<file path="src/rtl/ardt_pkg.sv">
`timescale 1ns / 1ps
`default_nettype none
package ardt_pkg;

  localparam int TABLE_ENTRIES = 64;
  localparam int IDX_W = $clog2(TABLE_ENTRIES);
  localparam int CNT_W = $clog2(TABLE_ENTRIES + 1);
  localparam int QUEUE_DEPTH = 2;

  localparam logic [7:0] MULTICAST_BIT = 8'h01;

  localparam logic [1:0] CFG_SAE_MASK  = 2'd0;
  localparam logic [1:0] CFG_PSK_MASK  = 2'd1;
  localparam logic [1:0] CFG_TKIP_MASK = 2'd2;

  localparam int FLAG_AKM  = 0;
  localparam int FLAG_MFP  = 1;
  localparam int FLAG_TKIP = 2;

  typedef enum logic [1:0] {
    MODE_OBSERVE = 2'd0,
    MODE_LOOKUP  = 2'd1,
    MODE_CLEAR   = 2'd2,
    MODE_UNUSED  = 2'd3
  } mode_t;

  typedef enum logic [1:0] {
    KIND_OBSERVE,
    KIND_LOOKUP,
    KIND_CLEAR,
    KIND_IGNORE
  } kind_t;

  typedef enum logic [1:0] {
    ST_IDLE,
    ST_SCAN,
    ST_DECIDE
  } state_t;

  typedef struct packed {
    kind_t       kind;
    logic [47:0] ap;
    logic [47:0] client;
    logic [31:0] seen_time;
    logic [31:0] akm;
    logic [31:0] pairwise;
    logic [1:0]  mfp;
  } request_t;

  typedef struct packed {
    logic     valid;
    request_t item;
  } queue_head_t;

  typedef struct packed {
    logic [47:0] ap;
    logic [47:0] client;
    logic [31:0] etime;
    logic [31:0] akm;
    logic [31:0] pairwise;
    logic [1:0]  mfp;
    logic [2:0]  flags;
    logic [31:0] old_akm;
    logic [1:0]  old_mfp;
  } entry_t;

  typedef struct packed {
    logic        accepted;
    logic        found;
    logic [5:0]  slot_index;
    logic [2:0]  downgrade_mask;
    logic [31:0] previous_akm;
    logic [1:0]  previous_mfp;
    logic [31:0] stored_akm;
    logic [31:0] stored_pairwise;
    logic [1:0]  stored_mfp;
    logic [31:0] stored_time;
    logic [6:0]  entries_used;
    logic [6:0]  downgraded_entries;
  } result_t;

  function automatic logic addr_ok(input logic [47:0] a);
    addr_ok = ((a[47:40] & MULTICAST_BIT) == 8'h00) && (a != 48'h0);
  endfunction

endpackage
`default_nettype wire

</file>
<file path="src/rtl/ardt_front.sv">
`timescale 1ns / 1ps
`default_nettype none
module ardt_front (
  input  wire logic                clk,
  input  wire logic                rst,
  input  wire logic                in_valid,
  output logic                     in_ready,
  input  wire logic [1:0]          mode,
  input  wire logic [47:0]         ap_address,
  input  wire logic [47:0]         client_address,
  input  wire logic [31:0]         seen_time,
  input  wire logic [31:0]         akm_suites,
  input  wire logic [31:0]         pairwise_ciphers,
  input  wire logic [1:0]          mfp_level,
  output ardt_pkg::queue_head_t    head,
  input  wire logic                pop
);

  ardt_pkg::request_t slots [ardt_pkg::QUEUE_DEPTH];
  logic       wr_ptr;
  logic       rd_ptr;
  logic [1:0] count;
  logic       push;
  ardt_pkg::request_t req_in;

  always_comb begin
    req_in.ap        = ap_address;
    req_in.client    = client_address;
    req_in.seen_time = seen_time;
    req_in.akm       = akm_suites;
    req_in.pairwise  = pairwise_ciphers;
    req_in.mfp       = mfp_level;
    unique case (ardt_pkg::mode_t'(mode))
      ardt_pkg::MODE_OBSERVE: begin
        // bad addresses leave the table alone
        if (ardt_pkg::addr_ok(ap_address) && ardt_pkg::addr_ok(client_address)) begin
          req_in.kind = ardt_pkg::KIND_OBSERVE;
        end else begin
          req_in.kind = ardt_pkg::KIND_IGNORE;
        end
      end
      ardt_pkg::MODE_LOOKUP: req_in.kind = ardt_pkg::KIND_LOOKUP;
      ardt_pkg::MODE_CLEAR:  req_in.kind = ardt_pkg::KIND_CLEAR;
      default:               req_in.kind = ardt_pkg::KIND_IGNORE;
    endcase
  end

  assign in_ready   = (count != 2'(ardt_pkg::QUEUE_DEPTH));
  assign push       = in_valid && in_ready;
  assign head.valid = (count != 2'd0);
  assign head.item  = slots[rd_ptr];

  always_ff @(posedge clk) begin
    if (push) begin
      slots[wr_ptr] <= req_in;
    end
  end

  always_ff @(posedge clk) begin
    if (rst) begin
      wr_ptr <= 1'b0;
      rd_ptr <= 1'b0;
      count  <= 2'd0;
    end else begin
      if (push) wr_ptr <= ~wr_ptr;
      if (pop)  rd_ptr <= ~rd_ptr;
      count <= count + 2'(push) - 2'(pop);
    end
  end

endmodule
`default_nettype wire

</file>
<file path="config.mk">
export PLATFORM = sky130hd
export DESIGN_NAME = ardt_front
export DESIGN_NICKNAME = d
export VERILOG_FILES = /design/src/rtl/ardt_pkg.sv /design/src/rtl/ardt_front.sv
export SDC_FILE = /design/constraint.sdc
export NUM_CORES = 1
export LEC_CHECK = 0
export BUFFER_PORTS_ARGS = -buffer_cell sky130_fd_sc_hd__buf_2
export CAP_MARGIN = 20
export CORE_UTILIZATION = 47
export DETAILED_ROUTE_END_ITERATION = 8
export PLACE_DENSITY = 0.76
export SLEW_MARGIN = 20
export SYNTH_ARGS = -nofsm -noshare
export SYNTH_HDL_FRONTEND = slang
export SYNTH_SLANG_ARGS = --single-unit
</file>
<file path="constraint.sdc">
create_clock -name clk -period 10.35 [get_ports clk]
set_input_delay 1.035 -clock clk [delete_from_list [all_inputs] [get_ports clk]]
set_output_delay 1.035 -clock clk [all_outputs]
set_load 0.01 [all_outputs]
</file>
==> run metrics, run 1 <==
RSZ-0062 raised after global routing false; Die ar. 0.0317 mm^2; Worst EP arrival 2.82 ns; worst r2r src count[0]; yosys warns 0; Top delay family on crit path buffers and inverters; Reg2Reg Setup Slack 7.49 ns; slowest CP cell buf_4; hold buffer count at CTS 0; setup bufs post-CTS 0; Routed Antenna Nets 0; Final Max Tran Viols 0; fin cells 1524; DRT Wirelength around 30000 um; Worst slew margin 0.319; synthesis-stage register bit count 397; first-pass GRT wire length ~43000 um; final setup violation count 0; Max Fclk 260 MHz; endpoints failing hold 0; Clock Skew 0.0161 ns; Die Y 178 um; Critical Path Start Type register; CTS clk-pin slew, worst paths ~0.050 ns; core area approximately 0.031 mm^2; CP Data Required Time 9.32 ns; Post-Synthesis Cells 671; worst-margin pin slew 1.02 ns; Port Buf Inserts 397; synthesized net count 873; Gates resized, CTS repair 0; H-tree depth 2; clk_lat worst skew 0.51 ns; final setup TNS 0 ns; Cell Chain, Critical Path buf_4 -> mux2_2 -> buf_2; CTS tree done; Hold WC Path Type reg2reg; routed len/inst 19.9 um; gpl congestion 0.757; worst path bufs/invs 2; mean area per synthesized cell 21.7 um^2; drt pass-1 iters 4; DR vias between 7000 and 8000; filler cell count 2279; Vias per Instance 5.10; fin crit share 0.372; clk buf depth 3; crit end category primary output; DPL Wire Length 20300 um; Die X 178 um; Area Growth Syn to Fin 24.8%; GRT Total Usage 0.181; drt drc 0; largest net degree at the start of global routing 77; vias in the first global route slightly below 8000; GRT overflow 0; Final Critical Period 3.85 ns; Top Ports 398; sequential-to-total area share from yosys stat 0.814; number of DRC violations after detailed-routing iteration 0 465; Netlist Area Pre-Place approximately 0.015 mm^2; status complete, no violations; HP Start rd_ptr; antenna violations before repair 5; Lkg Pwr 0.00671 uW; clock buffer count from CTS around 40; Final nets 1298; Num Clock Sinks 397; Inst Count DP 1449; maximum vdd drop 0.000153 V; fraction of registers with async set/reset 0; Rows 64; post-synth cell types 21; Starting Density 0.477; total of max-cap violations 0; Setup Crit Path Kind reg2out; worst-path maximum fanout 73; Post-synth EDFFs 392; cell area power density 227 mW/mm^2; layout cells sized above 1 0.585; Post-synth top flop edfxtp_1; root buf cell clkbuf_16; Worst path max stage delay 0.85 ns
[registers in the layout, summed over array words and instances (netlist names), named ones only]
register and cells:
wr_ptr 1, count 2, rd_ptr 1, slots 392
[metrics by stage]
step / total power [uW] / util / cell area (um^2) / worst slack, ns / hold slack (ns)
6_report: 4130 / 0.595 / 18200 / 6.50 / 0.528
4_1_cts: 4170 / 0.595 / 18200 / 6.46 / 0.536
5_1_grt: 4290 / 0.595 / 18200 / 6.32 / 0.573
2_1_floorplan: 2600 / - / 14600 / 0.340 / 0.480
3_5_place_dp: 2840 / 0.555 / 17000 / 6.81 / 0.522
3_3_place_gp: 2820 / 0.555 / 17000 / 6.86 / 0.496
[cell usage in the layout (no fill, tap or decap), drive strengths merged, types with 2 or more instances in the layout]
master  instances
buf           404
edfxtp        392
mux2          196
clkbuf         56
nor4           24
clkinv         13
nor2            6
diode           5
nand4           5
dfxtp           5
inv             3
nand2           3
or2             2
o221ai          2
xnor2           2
xor2            2
ha              2
[path summary, 6_finish.rpt]
check,end,depth (start not counted)
max,head[122],3
min,rd_ptr,2
max reg2reg,slots[0][79],5
min reg2reg,rd_ptr,2
[cell type report]
type                            instances  area [um^2]  share of cell area
Multi-Input combinational cell        249         2570               0.141
Clock inverter                         14         90.1             0.00495
Clock buffer                           56         1110              0.0611
Timing Repair Buffer                  404         2040               0.112
Inverter                                3         11.3            0.000619
Tap cell                              396          495              0.0272
Sequential cell                       397        11900               0.652
Antenna cell                            5         12.5            0.000687
[power breakdown]
part           switching (uW)  internal (uW)  total [uW]
Sequential               58.4           2070        2120
Clock                     554            772        1330
Combinational             401            276         678
Total                    1010           3110        4130
[logic make-up (layout without fill, tap and decap cells)]
logic type | Yosys count | count (layout) | share of synthesized area
DFF | 397 | 397 | 0.814
and+or+nand+nor | 44 | 44 | 0.0179
adders and majority gates | 2 | 2 | 0.00172
buffers and inverters | 25 | 477 | 0.0107
xor gates and xnor gates | 4 | 4 | 0.00240
muxes | 196 | 196 | 0.151
other | 0 | 5 | 0
AOI/OAI and AO/OA | 3 | 3 | 0.00180
[synth_stat cells, drive strengths merged (2+ instances only)]
| cell | instances | share of area |
|---|---|---|
| nor2 | 6 | 0.0015 |
| buf | 22 | 0.010 |
| nand2 | 3 | 0.00077 |
| or2 | 2 | 0.00086 |
| xor2 | 2 | 0.0012 |
| nand4 | 5 | 0.0021 |
| dfxtp | 5 | 0.0069 |
| o221ai | 2 | 0.0012 |
| xnor2 | 2 | 0.0012 |
| inv | 3 | 0.00077 |
| nor4 | 24 | 0.011 |
| mux2 | 196 | 0.15 |
| edfxtp | 392 | 0.81 |
| ha | 2 | 0.0017 |
[worst reg2reg max path, stage by stage (launching register included)]
cell and delay (ns):
dfxtp_1 0.34, nand2b_1 0.15, nand2_1 0.15, nor2_4 0.10, buf_4 0.79, buf_4 0.87
[routing by layer]
metal,routed length (um),track usage,vias to the layer above
met1,11800,0.216,3833
met3,2030,0.0441,63
met5,0,0,-
li1,-,-,3573
met2,15600,0.314,296
met4,883,0.0719,0
No activity file was read; power rests on OpenSTA's default activity.
==> run 2: changes to the inputs <==
clock period = 3.19 ns   (was 10.35 ns; I/O delays follow)
==> run 2 against run 1 <==
Compared with the run above:
- combinational power grew to 3.6 times the previous value
- worst hold slack worse by 0.50 ns
- non-clock buffer count is 167 higher
- first-iteration DRC count is 13% lower
- critical endpoint is now head[20]
- core utilization is 5.7 points higher
- global-route usage is 2.2 points higher
- power grew to 3.3 times the previous value
==> run metrics, run 2 (synthesis results as in run 1) <==
status complete, no violations (unchanged); Top delay family on crit path flip-flops (was buffers and inverters); DR vias 8497 (was 7765); GRT Total Usage 0.203 (was 0.181); Clk pwr share 0.314 (was 0.321); number of flip-flops in the largest register 392 (unchanged); P_int 10200 uW (was 3110 uW); Vias per Instance 5.03 (was 5.10); endpoints failing hold 0 (unchanged); gpl congestion 0.760 (was 0.757); RSZ-0062 raised after global routing false (unchanged); crit end category primary output (unchanged); CP Data Required Time 2.87 ns (was 9.32 ns); drt pass-1 iters 4 (unchanged); fin crit share 0.803; worst path bufs/invs 2 (unchanged); Reg with most FFs slots (unchanged); Hold Path End slots[0][120] (was rd_ptr); Worst EP arrival 2.24 ns (was 2.82 ns); Setup Crit Path Kind reg2out (unchanged); reg2reg end slots[1][130] (was slots[0][79]); Starting Density 0.477 (unchanged); Lkg Pwr 0.00744 uW (was 0.00671 uW); Worst slew margin 0.460 (was 0.319); Critical Path Start Type register (unchanged); worst r2r src count[0] (unchanged); Cell Chain, Critical Path buf_12 -> mux2_2 -> buf_2 (was buf_4 -> mux2_2 -> buf_2); Die X 178 um (unchanged); HP Start client_address[22] (was rd_ptr); Die ar. 0.0317 mm^2 (unchanged); largest net degree at the start of global routing 103 (was 77); DRT Wirelength 33600 um (was 30300 um); routed len/inst 19.9 um (about the same); final setup violation count 0 (unchanged); vias in the first global route 8974 (was 7809); worst-margin pin slew 0.810 ns (was 1.02 ns); Final Max Tran Viols 0 (unchanged); Rows 64 (unchanged); root buf cell clkbuf_16 (unchanged); Routed Antenna Nets 0 (unchanged); Reg2Reg Setup Slack 1.29 ns (was 7.49 ns); highest-count cells in the layout ignoring fill and taps 397 x buf_2, 392 x edfxtp_1, 196 x mux2_2, 157 x dlygate4sd3_1, 43 x clkbuf_16 (was 397 x buf_2, 392 x edfxtp_1, 196 x mux2_2, 41 x clkbuf_16, 23 x nor4_1); Worst path max stage delay 0.73 ns (was 0.85 ns); CTS clk-pin slew, worst paths 0.06 ns (was 0.05 ns); drt drc 0 (unchanged); Area Growth Syn to Fin 36.7% (was 24.8%); Final Critical Period 2.56 ns; Crit. path cell count 3 (unchanged); layout cells sized above 1 0.516 (was 0.585); Top Registers slots x392, count x2 (unchanged); maximum vdd drop 0.000531 V (was 0.000153 V); Seq pwr share 0.505 (was 0.515); switching fraction of total power 0.251 (was 0.246); Final nets 1465 (was 1298); DP Worst Slack 1.14 ns (was 6.81 ns); Gates resized, CTS repair 0 (unchanged); clk buf depth 3 (unchanged); core area 0.0306 mm^2 (unchanged); total of max-cap violations 0 (unchanged); worst hold stages 1 (was 2); WHS 0.0242 ns (was 0.528 ns); Die Y 178 um (unchanged); cell area power density 685 mW/mm^2 (was 227 mW/mm^2); CTS tree done (unchanged); Max Fclk just under 400 MHz; commonest non-fill, non-tap cell in the layout buf_2 (unchanged); GRT overflow 0 (unchanged); Hold WC Path Type in2reg (was reg2reg); overall power 13600 uW (was 4130 uW); number of DRC violations after detailed-routing iteration 0 403 (was 465); H-tree depth 2 (unchanged); first-pass GRT wire length 49000 um (was 43400 um); worst-path maximum fanout 52 (was 73); Port Buf Inserts 397 (unchanged); antenna violations before repair 1 (was 5); slowest CP cell dfxtp_4 (was buf_4); final worst slack 0.628 ns (was 6.50 ns); Top Ports 398 (unchanged); DPL Wire Length 21100 um (was 20300 um); reg2reg path depth 3 (was 5); Clock Skew 0.0167 ns (was 0.0161 ns); Switch Pwr 3430 uW (was 1010 uW); fin util 0.652 (was 0.595); Num Clock Sinks 397 (unchanged); clk_lat worst skew 0.52 ns (was 0.51 ns); clock buffer count from CTS 41 (unchanged); Comb power frac 0.180 (was 0.164)
==> run 2: timing repair <==
item	CTS	global route
hold buffers	155	2
buffers inserted	0	0
hold endpoints to repair	309	3
==> run 2: worst max path at each step <==
| stage | slack, ns | end | from |
|---|---|---|---|
| global placement | 1.16 | head[114] | register |
| finish | 0.63 | head[20] | register |
| CTS | 0.57 | head[102] | register |
| global route | 0.52 | head[111] | register |
| floorplan | -0.65 | slots[0][0] | count[0] |
| detailed placement | 1.14 | head[102] | register |
==> run 2: cell type report <==
type | instances | area [um^2]
flip-flops and latches | 397 | 11900
inverters | 3 | 11.3
diodes | 1 | 2.50
clock inverters | 22 | 92.6
fillers | 2066 | 10700
well taps | 396 | 495
repair buffers | 571 | 3770
clock buffers | 50 | 1100
multi-input cells | 249 | 2580
==> run 2: power by group through the flow <==
stage | Clock, uW | Combinational [uW] | Sequential, uW
global placement | 0 | 2290 | 6950
CTS | 4370 | 2480 | 6890
detailed placement | 0 | 2310 | 7000
floorplan | 0 | 1300 | 6990
finish | 4290 | 2460 | 6900
global route | 4580 | 2640 | 6960
==> run 2: layer usage <==
metal,share of wire,vias up,GRT usage
met5,0,-,0
met4,0.041,0,0.0947
met3,0.066,90,0.0503
met2,0.52,340,0.363
met1,0.37,4167,0.228
li1,-,3900,-
==> run 2: through the flow <==
| stage | TNS [ns] | area, um^2 | std cells |
|---|---|---|---|
| floorplan | -156.16 | 14600 | 671 |
| global placement | 0 | 17200 | 1459 |
| detailed placement | 0 | 17200 | 1459 |
| CTS | 0 | 19900 | 1686 |
| global route | 0 | 19900 | 1689 |
| finish | 0 | 19900 | 1689 |
==> run 3: changes to the inputs <==
clock period = 2.16 ns   (was 3.19 ns; I/O delays follow)
==> run 3 against run 2 <==
Compared with the run above:
- clock power up 52%
- clock-buffer cell count down 2
- power up 51%
- worst hold slack better by 0.0046 ns
- sequential power up 48%
- design area up 3.2%
- global-route usage up 1.2 points
- setup slack worse by 0.51 ns
- clock skew down 0.0038 ns
- non-clock buffer count up 53
- via count up 3.9%
- final cell count up 3.1%
- critical endpoint is now head[193]
- largest cell class unchanged
- largest power group unchanged
- highest routed layer unchanged
==> run metrics, run 3 (synthesis results as in run 1) <==
status complete, no violations (unchanged); DPL Wire Length 21600 um (was 21100 um); Lkg Pwr 0.00773 uW (was 0.00744 uW); vias in the first global route 9531 (was 8974); Final Max Tran Viols 0 (unchanged); gpl congestion 0.804 (was 0.760); drt pass-1 iters 5 (was 4); GRT overflow 0 (unchanged); Vias per Instance 5.07 (was 5.03); fin util 0.672 (was 0.652); first-pass GRT wire length 51500 um (was 49000 um); Final Critical Period 2.04 ns; CTS clk-pin slew, worst paths 0.07 ns (was 0.06 ns); total of max-cap violations 0 (unchanged); number of DRC violations after detailed-routing iteration 0 447 (was 403); routed len/inst 20.2 um (was 19.9 um); layout cells sized above 1 0.513 (was 0.516); Starting Density 0.477 (unchanged); DRT Wirelength 35200 um (was 33600 um); final setup violation count 0 (unchanged); maximum vdd drop 0.000780 V (was 0.000531 V); Hold WC Path Type in2reg (unchanged); clk buf depth 3 (unchanged); core area 0.0306 mm^2 (unchanged); number of flip-flops in the largest register 392 (unchanged); largest net degree at the start of global routing 61 (was 103); worst-path maximum fanout 60 (was 52); DP Worst Slack 0.293 ns (was 1.14 ns); Clock Skew 0.0128 ns (was 0.0167 ns); clock buffer count from CTS 41 (unchanged); final setup TNS 0 ns (unchanged); antenna violations before repair 2 (was 1); Top Ports 398 (unchanged); Setup Crit Path Kind reg2out (unchanged); Die ar. 0.0317 mm^2 (unchanged); Top Registers slots x392, count x2 (unchanged); Rows 64 (unchanged); RSZ-0062 raised after global routing false (unchanged); GRT Total Usage 0.216 (was 0.203); overall power 20600 uW (was 13600 uW); endpoints failing hold 0 (unchanged); crit end category primary output (unchanged); DR vias 8830 (was 8497); final worst slack 0.116 ns (was 0.628 ns); Port Buf Inserts 397 (unchanged); clk_lat worst skew 0.52 ns (about the same); H-tree depth 2 (unchanged); Die X 178 um (unchanged); cell area power density 1000 mW/mm^2 (was 685 mW/mm^2); Max Fclk roughly 490 MHz; CP Data Required Time 1.94 ns (was 2.87 ns); Critical Path Start Type register (unchanged); commonest non-fill, non-tap cell in the layout buf_2 (unchanged); fin crit share 0.946; Area Growth Syn to Fin 41.0% (was 36.7%); worst-margin pin slew 0.684 ns (was 0.810 ns); root buf cell clkbuf_16 (unchanged); drt drc 0 (unchanged); Final nets 1518 (was 1465); Worst slew margin 0.540 (was 0.460); Die Y 178 um (unchanged); Reg with most FFs slots (unchanged); Routed Antenna Nets 0 (unchanged); highest-count cells in the layout ignoring fill and taps 397 x buf_2, 392 x edfxtp_1, 197 x dlygate4sd3_1, 196 x mux2_2, 41 x clkbuf_16 (was 397 x buf_2, 392 x edfxtp_1, 196 x mux2_2, 157 x dlygate4sd3_1, 43 x clkbuf_16); Worst EP arrival 1.83 ns (was 2.24 ns); CTS tree done (unchanged); Num Clock Sinks 397 (unchanged)
-- run 3: cell types whose count changed in the layout (fill, tap and decap cells not counted) --
cell | before | now
buf_4 | 10 | 14
clkbuf_16 | 43 | 41
diode_2 | 1 | 2
clkinv_1 | 17 | 7
inv_6 | 1 | 3
dlygate4sd3_1 | 157 | 197
buf_12 | 7 | 15
buf_6 | 0 | 1
clkinv_2 | 4 | 10
bufinv_16 | 0 | 2
clkinvlp_4 | 0 | 1
-- run 3: what timing repair did --
item,4_1_cts,5_1_grt
setup buffers,2,0
hold buffers,197,0
gates resized for setup,1,0
setup endpoints to repair,11,0
endpoints found under the hold margin,393,0
-- run 3: layout make-up --
| type | instances | area [um^2] |
|---|---|---|
| fillers | 1995 | 10000 |
| repair buffers | 624 | 4380 |
| clock inverters | 23 | 170 |
| clock buffers | 48 | 1050 |
| inverters | 3 | 11.3 |
| diodes | 2 | 5.00 |
| flip-flops and latches | 397 | 11900 |
| multi-input cells | 249 | 2580 |
| well taps | 396 | 495 |
-- run 3: through the flow --
step	hold WS, ns	instances	instance area [um^2]
after floorplan	0.280	671	14600
after global placement	0.404	1470	17400
after detailed placement	0.408	1470	17400
after CTS	0.00278	1740	20600
after global routing	0.0233	1742	20600
final	0.0288	1742	20600
-- run 3: worst paths after layout --
kind / from / endpoint / slack, ns / cells past startpoint
hold reg to reg: rd_ptr / rd_ptr / 0.53 / 2
hold / removal: mode[1] / slots[1][195] / 0.03 / 3
setup reg to reg: count[0] / slots[1][115] / 0.58 / 3
setup / recovery: register / head[193] / 0.12 / 3
-- run 3: worst max-delay path: stages, from the launching register on --
cell and delay (ns):
dfxtp_4 0.39, buf_12 0.29, mux2_2 0.40, buf_2 0.15
-- run 3: where the power goes --
group          switching (uW)  internal, uW
Combinational            2120          1760
Clock                    2800          3720
Sequential                282          9870
Total                    5200         15400
-- run 3: metal layers --
metal  GRT usage  share of wire  vias to the layer above
li1            -              -                     4020
met5           0              0                        -
met2       0.396           0.53                      369
met3      0.0499          0.069                      102
met4      0.0990          0.042                        0
met1       0.235           0.36                     4339
